$ cat src/rtl/assert_macros.svh
// Assertion macros used by the RTL top level.
`ifndef ASSERT_MACROS_SVH
`define ASSERT_MACROS_SVH

// Same-cycle implication, checked at every rising edge out of reset.
`define ASSERT_IMPLIES(label, clk, rst_n, ante, cons) \
    label: assert property (@(posedge clk) disable iff (!rst_n) (ante) |-> (cons)) \
        else $error("implication check failed");

// Next-cycle implication, checked at every rising edge out of reset.
`define ASSERT_NEXT(label, clk, rst_n, ante, cons) \
    label: assert property (@(posedge clk) disable iff (!rst_n) (ante) |=> (cons)) \
        else $error("next-cycle check failed");

`endif

$ cat src/rtl/adq_pkg.sv
// Types and constants for the array double-ended queue unit.
package adq_pkg;

    localparam int DEPTH_DEF = 16;
    localparam int DATA_W    = 32;
    localparam int CAP_W     = 5;
    localparam int COUNT_W   = 5;
    localparam int APB_DW    = 32;
    localparam int ADDR_W    = 1;

    localparam logic [CAP_W-1:0]  CAP_RESET    = 5'd16;
    localparam logic [ADDR_W-1:0] REG_CAPACITY = 1'b0;

    typedef enum logic [1:0] {
        OP_PUSH_REAR  = 2'd0,
        OP_PUSH_FRONT = 2'd1,
        OP_POP_REAR   = 2'd2,
        OP_POP_FRONT  = 2'd3
    } t_op;

    typedef enum logic [1:0] {
        ST_DONE    = 2'd0,
        ST_NO_ROOM = 2'd1,
        ST_EMPTY   = 2'd2
    } t_status;

    typedef struct packed {
        t_op                      opcode;
        logic signed [DATA_W-1:0] push_value;
    } t_cmd;

    typedef struct packed {
        t_status                  status;
        logic signed [DATA_W-1:0] popped_value;
        logic [COUNT_W-1:0]       entry_count;
    } t_result;

    typedef enum logic [1:0] {
        S_IDLE,
        S_EXEC,
        S_READ,
        S_RESP
    } t_state;

    typedef struct packed {
        logic capture;
        logic exec;
        logic load_pop;
    } t_ctl_cmd;

    typedef struct packed {
        logic pop_ok;
    } t_dp_status;

endpackage

$ cat src/rtl/adq_ram.sv
// Generic simple dual-port RAM with registered read.
module adq_ram #(
    parameter int WIDTH = 32,
    parameter int DEPTH = 16
) (
    input  logic                     i_clk,
    input  logic                     i_we,
    input  logic [$clog2(DEPTH)-1:0] i_waddr,
    input  logic [WIDTH-1:0]         i_wdata,
    input  logic                     i_re,
    input  logic [$clog2(DEPTH)-1:0] i_raddr,
    output logic [WIDTH-1:0]         o_rdata
);

    logic [WIDTH-1:0] r_mem [DEPTH];
    logic [WIDTH-1:0] r_rdata;

    always_ff @(posedge i_clk) begin
        if (i_we) begin
            r_mem[i_waddr] <= i_wdata;
        end
        if (i_re) begin
            r_rdata <= r_mem[i_raddr];
        end
    end

    assign o_rdata = r_rdata;

endmodule

$ cat src/rtl/adq_ctrl.sv
// Controller state machine for the deque unit.
module adq_ctrl
    import adq_pkg::*;
(
    input  logic       i_clk,
    input  logic       i_rst_n,
    input  logic       i_start,
    input  t_dp_status i_status,
    output t_ctl_cmd   o_cmd,
    output logic       o_busy,
    output logic       o_valid
);

    t_state r_state;
    t_state n_state;
    logic   accept;

    assign accept = i_start && ((r_state == S_IDLE) || (r_state == S_RESP));

    always_ff @(posedge i_clk) begin
        if (!i_rst_n) begin
            r_state <= S_IDLE;
        end else begin
            r_state <= n_state;
        end
    end

    always_comb begin
        unique case (r_state)
            S_IDLE, S_RESP: n_state = accept ? S_EXEC : S_IDLE;
            S_EXEC:         n_state = i_status.pop_ok ? S_READ : S_RESP;
            S_READ:         n_state = S_RESP;
            default:        n_state = S_IDLE;
        endcase
    end

    always_comb begin
        o_cmd.capture  = accept;
        o_cmd.exec     = (r_state == S_EXEC);
        o_cmd.load_pop = (r_state == S_READ);
        o_busy         = (r_state == S_EXEC) || (r_state == S_READ);
        o_valid        = (r_state == S_RESP);
    end

endmodule

$ cat src/rtl/adq_datapath.sv
// Datapath: marks, slot memory and result register of the deque unit.
module adq_datapath
    import adq_pkg::*;
#(
    parameter int DEPTH = DEPTH_DEF
) (
    input  logic             i_clk,
    input  logic             i_rst_n,
    input  t_ctl_cmd         i_ctl,
    output t_dp_status       o_status,
    input  t_cmd             i_cmd,
    input  logic [CAP_W-1:0] i_capacity,
    input  logic             i_clear,
    output t_result          o_result
);

    localparam int MW    = $clog2(DEPTH + 1);
    localparam int AW    = $clog2(DEPTH);
    localparam int CMP_W = (MW > CAP_W) ? MW : CAP_W;

    t_cmd            r_cmd;
    logic [MW-1:0]   r_front;
    logic [MW-1:0]   r_rear;
    logic [MW-1:0]   n_front;
    logic [MW-1:0]   n_rear;
    t_result         r_result;
    t_status         st;
    logic            full;
    logic            empty;
    logic            ram_we;
    logic            ram_re;
    logic [MW-1:0]   addr;
    logic [DATA_W-1:0] ram_rdata;

    assign full  = (CMP_W'(r_rear) >= CMP_W'(i_capacity)) || (r_rear == MW'(DEPTH));
    assign empty = (r_rear <= r_front);

    always_comb begin
        n_front = r_front;
        n_rear  = r_rear;
        st      = ST_DONE;
        ram_we  = 1'b0;
        ram_re  = 1'b0;
        addr    = r_rear;
        unique case (r_cmd.opcode)
            OP_PUSH_REAR: begin
                if (full) begin
                    st = ST_NO_ROOM;
                end else begin
                    ram_we = 1'b1;
                    addr   = r_rear;
                    n_rear = r_rear + MW'(1);
                end
            end
            OP_PUSH_FRONT: begin
                if (r_front == '0) begin
                    st = ST_NO_ROOM;
                end else begin
                    ram_we  = 1'b1;
                    addr    = r_front - MW'(1);
                    n_front = r_front - MW'(1);
                end
            end
            OP_POP_REAR: begin
                if (empty) begin
                    st = ST_EMPTY;
                end else begin
                    ram_re = 1'b1;
                    addr   = r_rear - MW'(1);
                    n_rear = r_rear - MW'(1);
                end
            end
            OP_POP_FRONT: begin
                if (empty) begin
                    st = ST_EMPTY;
                end else begin
                    ram_re  = 1'b1;
                    addr    = r_front;
                    n_front = r_front + MW'(1);
                end
            end
            default: st = ST_DONE;
        endcase
    end

    assign o_status.pop_ok = ram_re;

    always_ff @(posedge i_clk) begin
        if (!i_rst_n) begin
            r_front <= '0;
            r_rear  <= '0;
        end else if (i_clear) begin
            r_front <= '0;
            r_rear  <= '0;
        end else if (i_ctl.exec) begin
            r_front <= n_front;
            r_rear  <= n_rear;
        end
    end

    always_ff @(posedge i_clk) begin
        if (i_ctl.capture) begin
            r_cmd <= i_cmd;
        end
        if (i_ctl.exec) begin
            r_result.status       <= st;
            r_result.popped_value <= '0;
            r_result.entry_count  <= COUNT_W'(n_rear - n_front);
        end
        if (i_ctl.load_pop) begin
            r_result.popped_value <= $signed(ram_rdata);
        end
    end

    adq_ram #(
        .WIDTH (DATA_W),
        .DEPTH (DEPTH)
    ) u_slots (
        .i_clk   (i_clk),
        .i_we    (ram_we && i_ctl.exec),
        .i_waddr (addr[AW-1:0]),
        .i_wdata (r_cmd.push_value),
        .i_re    (ram_re && i_ctl.exec),
        .i_raddr (addr[AW-1:0]),
        .o_rdata (ram_rdata)
    );

    assign o_result = r_result;

endmodule

$ cat src/rtl/array_double_ended_queue_unit.sv
// Top level of the array double-ended queue unit.
//
//  channel   handshake                       payload
//  -------   -----------------------------   ---------------------------------
//  request   start high while busy low       i_cmd (opcode, push_value)
//  result    o_valid, one cycle, no stall    o_result (status, popped, count)
//  config    APB write, psel/penable/pwrite  capacity at byte address 0
//
// A push or a failed operation passes through EXEC and shows its result in RESP;
// a successful pop also passes through READ between them, for the slot memory's
// registered read. A new item is taken in the cycle its predecessor's result
// is shown. Reset empties the deque and sets capacity to 16; no clearing pass.
// A capacity write also empties the deque.
`include "assert_macros.svh"

module array_double_ended_queue_unit
    import adq_pkg::*;
#(
    parameter int DEPTH = DEPTH_DEF
) (
    input  logic              i_clk,
    input  logic              i_rst_n,
    input  logic              start,
    output logic              busy,
    input  t_cmd              i_cmd,
    output logic              o_valid,
    output t_result           o_result,
    input  logic              psel,
    input  logic              penable,
    input  logic              pwrite,
    input  logic [ADDR_W-1:0] paddr,
    input  logic [APB_DW-1:0] pwdata,
    output logic [APB_DW-1:0] prdata,
    output logic              pready
);

    logic [CAP_W-1:0] r_capacity;
    logic             cfg_write;
    t_ctl_cmd         ctl;
    t_dp_status       dp_status;

    assign pready    = 1'b1;
    assign cfg_write = psel && penable && pwrite && pready && (paddr == REG_CAPACITY);
    assign prdata    = (paddr == REG_CAPACITY) ? APB_DW'(r_capacity) : '0;

    always_ff @(posedge i_clk) begin
        if (!i_rst_n) begin
            r_capacity <= CAP_RESET;
        end else if (cfg_write) begin
            r_capacity <= pwdata[CAP_W-1:0];
        end
    end

    adq_ctrl u_ctrl (
        .i_clk    (i_clk),
        .i_rst_n  (i_rst_n),
        .i_start  (start),
        .i_status (dp_status),
        .o_cmd    (ctl),
        .o_busy   (busy),
        .o_valid  (o_valid)
    );

    adq_datapath #(
        .DEPTH (DEPTH)
    ) u_datapath (
        .i_clk      (i_clk),
        .i_rst_n    (i_rst_n),
        .i_ctl      (ctl),
        .o_status   (dp_status),
        .i_cmd      (i_cmd),
        .i_capacity (r_capacity),
        .i_clear    (cfg_write),
        .o_result   (o_result)
    );

    `ASSERT_IMPLIES(a_no_result_while_busy, i_clk, i_rst_n, o_valid, !busy)
    `ASSERT_NEXT(a_accept_sets_busy, i_clk, i_rst_n, start && !busy, busy && !o_valid)
    `ASSERT_NEXT(a_single_strobe, i_clk, i_rst_n, o_valid, !o_valid)
    `ASSERT_IMPLIES(a_fail_pops_zero, i_clk, i_rst_n, o_valid && (o_result.status != ST_DONE), o_result.popped_value == '0)

endmodule

$ cat config.mk
export PLATFORM = sky130hd
export DESIGN_NAME = array_double_ended_queue_unit
export DESIGN_NICKNAME = d
export VERILOG_FILES = /design/src/rtl/adq_pkg.sv /design/src/rtl/adq_ram.sv /design/src/rtl/adq_ctrl.sv /design/src/rtl/adq_datapath.sv /design/src/rtl/array_double_ended_queue_unit.sv
export VERILOG_INCLUDE_DIRS = /design/src /design/src/rtl
export SDC_FILE = /design/constraint.sdc
export NUM_CORES = 1
export LEC_CHECK = 0
export BUFFER_PORTS_ARGS = -buffer_cell sky130_fd_sc_hd__buf_2
export CORE_ASPECT_RATIO = 0.9
export CORE_UTILIZATION = 60
export DETAILED_ROUTE_END_ITERATION = 10
export GPL_TIMING_DRIVEN = 0
export HOLD_SLACK_MARGIN = 0.12
export PLACE_DENSITY = 0.86
export SYNTH_ARGS = -nofsm -noshare
export SYNTH_HDL_FRONTEND = slang
export SYNTH_HIERARCHICAL = 1
export SYNTH_SLANG_ARGS = --single-unit
$ cat constraint.sdc
create_clock -name i_clk -period 12.6 [get_ports i_clk]
set_clock_uncertainty 0.2 [all_clocks]
set_input_delay 2.52 -clock i_clk [delete_from_list [all_inputs] [get_ports i_clk]]
set_output_delay 2.52 -clock i_clk [all_outputs]
set_load 0.02 [all_outputs]
---- After elaboration in Yosys (flattened, before gate mapping) ----
Memories as Yosys holds them, arrays and structs flattened. A register that Yosys moved wholly into a read port is not among the register bits.
Cells that the tools add are included.
operators by class
  reductions and logical operators ........ 16
  mux-type cells .......................... 26
  bitwise gates (word level) .............. 2
  div/mod/pow operators ................... 0
  multipliers ............................. 0
  shift-type cells ........................ 0
  order comparisons ....................... 2
  add/subtract/negate cells ............... 5
  equal/unequal tests ..................... 7
operator list
  operator                                              number
  two-way mux 37 bit                                    1
  two-way mux 32 bit                                    1
  two-way mux 5 bit                                     5
  case mux 5 bit (2 select lines)                       2
  case mux 4 bit (4 select lines)                       1
  case mux 2 bit (3 select lines)                       2
  adder 5 x 1 -> 5 bit (second input constant)          2
  two-way mux 1 bit                                     10
  subtractor 5 x 1 -> 5 bit (second input constant)     2
  equality test 2 bit (second input constant)           4
  two-way mux 4 bit                                     2
  logical AND 1 bit                                     6
  OR reduction 2 bit                                    3
  equality test 5 bit (second input constant)           1
  greater-or-equal comparator 5 bit                     1
  less-or-equal comparator 5 bit                        1
  logical NOT 5 bit                                     1
  subtractor 5 bit                                      1
  equality test 2 x 1 -> 1 bit (second input constant)  2
  logical NOT 2 bit                                     2
  logical OR 1 bit                                      3
  two-way mux 2 bit                                     1
  inverter 1 bit                                        2
  case mux 1 bit (2 select lines)                       1
  nonzero test 2 bit                                    1
storage, ports and cells
  bits of input ports ..................... 73
  memories kept ........................... 1
  latch bits .............................. 0
  memory bits (read-only) ................. 0
  bits in registers ....................... 90
  RAM bits ................................ 512
memory list
  memory                    words  bits a word  rd ports  clocked after Yosys merged registers in  wr ports  RTL line       text
  u_datapath.u_slots.r_mem  16     32           1         1                                        1         adq_ram.sv:15  logic [WIDTH-1:0] r_mem [DEPTH];

---- Longest topological paths before layout ----
  word-level depth ........................ 7
  mapped depth ............................ 17
  gate-level depth less buffers ........... 15

---- Hierarchy ----
The synthesis kept the hierarchy.
by module, submodules not included
  module                         times used  cells an instance  area each (µm²)
  adq_ram                        1           838                20155.6
  adq_datapath                   1           328                4042.6
  array_double_ended_queue_unit  1           58                 479.2
  adq_ctrl                       1           14                 135.1

---- Worst setup path before layout ----
No wires, ideal clock.
  kind .................................... reg-to-reg
  start ................................... register u_datapath.r_front[2]
  end ..................................... memory u_datapath.u_slots.r_mem[0][0], enable pin
  stages on the path, launching flop included .. 13
  setup slack ............................. 6.922 ns
  arrival ................................. 5.017 ns
  buffers on the path ..................... 2
  setup time .............................. 0.461 ns
  data required time ...................... 11.939 ns
  cells stage by stage .................... dfxtp_1 > clkbuf_1 > inv_1 > ha_1 > and4_4 > a21o_4 > o21a_1 > buf_4 > mux2_2 > a31oi_1 > o21ai_0 > or3b_2 > nor3_1
between the ends
  elaborated cells on any way between the ends .. 12
RTL lines
  element                                                  RTL line            text
  from (decl)                                              adq_datapath.sv:22  logic [MW-1:0] r_front;
  from (signal assigned)                                   adq_datapath.sv:96  r_front <= n_front;
  subtractor 5 x 1 -> 5 bit, or another cell as far along  adq_datapath.sv:60  addr = r_front - MW'(1);
  two-way mux 4 bit, or another cell as far along          adq_datapath.sv:56  if (r_front == '0) begin
  case mux 4 bit (4 select lines) (*)                      adq_datapath.sv:45  unique case (r_cmd.opcode)
  via u_datapath.addr[2]                                   adq_datapath.sv:32  logic [MW-1:0] addr;
  to (decl)                                                adq_ram.sv:15
Mark *: on every way through the listed nets, which the timed path passes. The rest lies on a longest branch.

---- Final worst setup path ----
  start ................................... input port paddr
  end ..................................... output port prdata[4]
between the ends
  word-level cells in the longest chain between the ends .. 1
ends and longest elaborated chain
  element            RTL line                             text
  from (decl)        array_double_ended_queue_unit.sv:31  input logic [ADDR_W-1:0] paddr,
  two-way mux 5 bit  array_double_ended_queue_unit.sv:44  assign prdata = (paddr == REG_CAPACITY) ? APB_DW'(r_capacity) : '0;
  to (decl)          array_double_ended_queue_unit.sv:33  output logic [APB_DW-1:0] prdata,
No other way between the ends.

==> results.yml <==
synthesis:
  synthFlopType: "edfxtp_1"
  synthDistinctLibCells: 64
  yosys.area.top_type: "edfxtp_1"
  synth_area_leaders: "edfxtp_1 75%, mux4_2 12%, a22oi_1 2.0%"
  syn_area_per_cell_um2: 20.0
  netlist_instances: 1238
  yosysWarnings: 6
  synth_edf_count: 617
  ys_ff_latch: 634
  synthTopCellsByCount: "617 x edfxtp_1, 128 x mux4_2, 65 x a22oi_1"
  yosysMostFrequentCell: "edfxtp_1"
  yosysSeqAreaShare_pct: 76.0
  async_flop_share_pct: 0
  syn_area_mm2: 0.0248
  yosys.area.top_type_share_pct: 74.7
sta:
  setup_violations: 0
  tns_ns: 0
  whs_ns: 0.282
  drv_slew: 0
  maxSlewHeadroom_pct: 30.3
  grt_setup_unrepaired: "no"
  fin_ws_ns: 6.86
  hold_viol_final: 0
  fin_crit_ns: 5.74
  fin_crit_sh_pct: 45.5
  tightest_slew_ns: 1.05
  fmax_mhz: 174
pwr:
  ir_drop_v: 0.000156
  p_switching_uw: 1930
  cellPowerDensity_mw_per_mm2: 219
  p_comb_share_pct: 28.2
  clkPwrFrac_pct: 26.4
  p_leak_uw: 0.00926
  sw_frac_of_total_pct: 31.2
  seqPwrFrac_pct: 45.4
  internal_power_uw: 4270
critical_path:
  cp.required_ns: 9.88
  ff2ff_path_depth: 15
  crit_fanout: 6
  crit_type: "in -> out"
  crit_top_cell: "buf_2"
  slowest_delay_ns: 0.22
  cp.depth: 3
  crit_chain: "buf_2 -> and2b_2 -> buf_2"
  worstSetupStartpointType: "primary input"
  crit_buf_inv: 2
  slowest_stage: "and2b_2"
  arrival_ns: 3.02
  cp-end-kind: "output pin"
  cp_top_family: "buffers and inverters"
drt:
  route.met2.wl_mm: 27.9
  wl_per_cell_um: 27.7
  wl_mm: 56.2
  via_per_inst: 6.41
  drt-pass1-iter-count: 5
  dr.first_iter.drc_count: 1402
  drcViolationCount: 0
  num_vias: 13000
  drt-met1-wl_mm: 20.7
  ant_nets: 0
  wl_met3_mm: 5.41
  maxUsedRoutingLayer: "met4"
clock_network:
  clockBufferDepth: 3
  cts_resized: 0
  cts_root_buffer: "clkbuf_16"
  holdBufCountCts: 0
  cts_tree: "done"
  clkSinkCount: 634
  clock_latency_ns: 0.63
  h-tree-depth: 2
  cts_buffers: 58
  cts.clk_slew.worst_paths_ns: 0.06
  post_cts_buffers: 0
cells_and_area:
  syn_to_final_growth_pct: 14.1
  drive_gt1_share_pct: 27.5
  diodes: 0
  nNetsFinal: 1538
global_route:
  track_usage_pct: 27.1
  grt_pass1_vias: 13100
  grt_max_degree: 35
  antenna_found_initial: 1
  grt_pass1_wl_mm: 82.2
  overflow: 0
min_path:
  min_path_cells: 2
  hold_path_class: "reg -> reg"
placed_design:
  pre_cts_ws_ns: 6.86
  place_hpwl_mm: 33.7
  routabilityCongestion: 0.846
  port_buffers: 91
floorplanning:
  fp.dieW_um: 216
  dieArea_mm2: 0.0422
  core_mm2: 0.0407
  row_count: 70
  die_y_um: 195
  top_level_ports: 147
  start_util_pct: 60.9
run:
  drv_cap: 0
status:
  outcome: "finished, final reports clean"
[routing by layer]
metal | track usage [%] | vias to the layer above
met3 | 5.54 | 135
met5 | 0 | -
met1 | 36.1 | 6607
met4 | 11.1 | 0
li1 | - | 5379
met2 | 44.4 | 859
[cell families (layout without fill, tap and decap cells)]
kind of cell / Yosys count / after routing / share of synthesized area [%]
flops: 634 / 634 / 76.0
simple gates: 180 / 180 / 3.74
compound gates: 139 / 139 / 4.16
mux: 136 / 136 / 11.9
buf+inv: 111 / 332 / 2.39
fa+ha+maj: 23 / 23 / 1.19
xor+xnor: 13 / 13 / 0.514
other cells: 2 / 28 / 0.0303
[worst paths after layout]
check                                            end  slack [ns]                          startpoint
max                                        prdata[4]        6.86                               paddr
min reg2reg               r_capacity[1]$_SDFFE_PN0P_        0.28          r_capacity[1]$_SDFFE_PN0P_
min                       r_capacity[1]$_SDFFE_PN0P_        0.28          r_capacity[1]$_SDFFE_PN0P_
max reg2reg  u_datapath/u_slots/o_rdata[3]$_DFFE_PP_        7.27  u_datapath/r_front[2]$_SDFFE_PP0P_
[through the flow]
| stage | total power, µW | util [%] | std cells | area, µm² |
|---|---|---|---|---|
| floorplan | 4000 | - | 1264 | 24900 |
| global placement | 4480 | 63.9 | 1895 | 26000 |
| detailed placement | 4570 | 65.3 | 1922 | 26600 |
| CTS | 6230 | 69.5 | 2025 | 28300 |
| global route | 6420 | 69.5 | 2025 | 28300 |
| finish | 6200 | 69.5 | 2025 | 28300 |
[worst min-delay path, stage by stage (launching register included)]
cell,delay [ns]
dfxtp_1,0.32
nand2_1,0.06
mux2i_1,0.05
[cells in the final DEF, fill, tap and decap left out, types with 4 or more instances in the layout]
master / count
clkbuf_1: 35
clkinv_2: 8
conb_1: 28
mux2i_1: 7
mux4_2: 128
dfxtp_1: 17
nor2b_1: 6
xnor2_1: 8
and2_1: 34
a22oi_1: 65
and2b_2: 6
clkbuf_16: 59
nor2_1: 19
inv_1: 19
nand3_1: 8
o22ai_1: 4
xor2_1: 4
nand2_1: 55
buf_12: 9
buf_6: 13
buf_16: 4
nand2b_1: 11
buf_1: 13
a21oi_1: 18
o21ai_0: 15
clkinv_1: 23
buf_4: 42
nor3_2: 4
buf_2: 100
ha_1: 22
nor2_4: 12
edfxtp_1: 617
nor3_1: 7
[final cells by class]
| type | instances | area (µm²) |
|---|---|---|
| sequential | 634 | 18900 |
| fill | 2382 | 12400 |
| multi-input combinational | 519 | 5560 |
| clock buffer | 66 | 1500 |
| timing repair buffer | 118 | 892 |
| tap | 540 | 676 |
| buffer | 91 | 514 |
| clock inverter | 37 | 231 |
| inverter | 20 | 77.6 |
[sequential cells by signal, summed over array words and instances (netlist names)]
name / flops
u_datapath/r_front: 5
u_datapath/u_slots/r_mem: 512
u_ctrl/r_state: 2
r_capacity: 5
u_datapath/r_cmd: 34
u_datapath/o_result: 39
u_datapath/r_rear: 5
u_datapath/u_slots/o_rdata: 32
[power by group through the flow]
| stage | sequential, µW | clock (µW) | combinational (µW) |
|---|---|---|---|
| floorplan | 2890 | 0 | 1110 |
| global placement | 2840 | 0 | 1650 |
| detailed placement | 2850 | 0 | 1720 |
| CTS | 2820 | 1660 | 1750 |
| global route | 2830 | 1740 | 1850 |
| finish | 2810 | 1640 | 1750 |
Note: power is estimated with default switching activity, not from simulation.
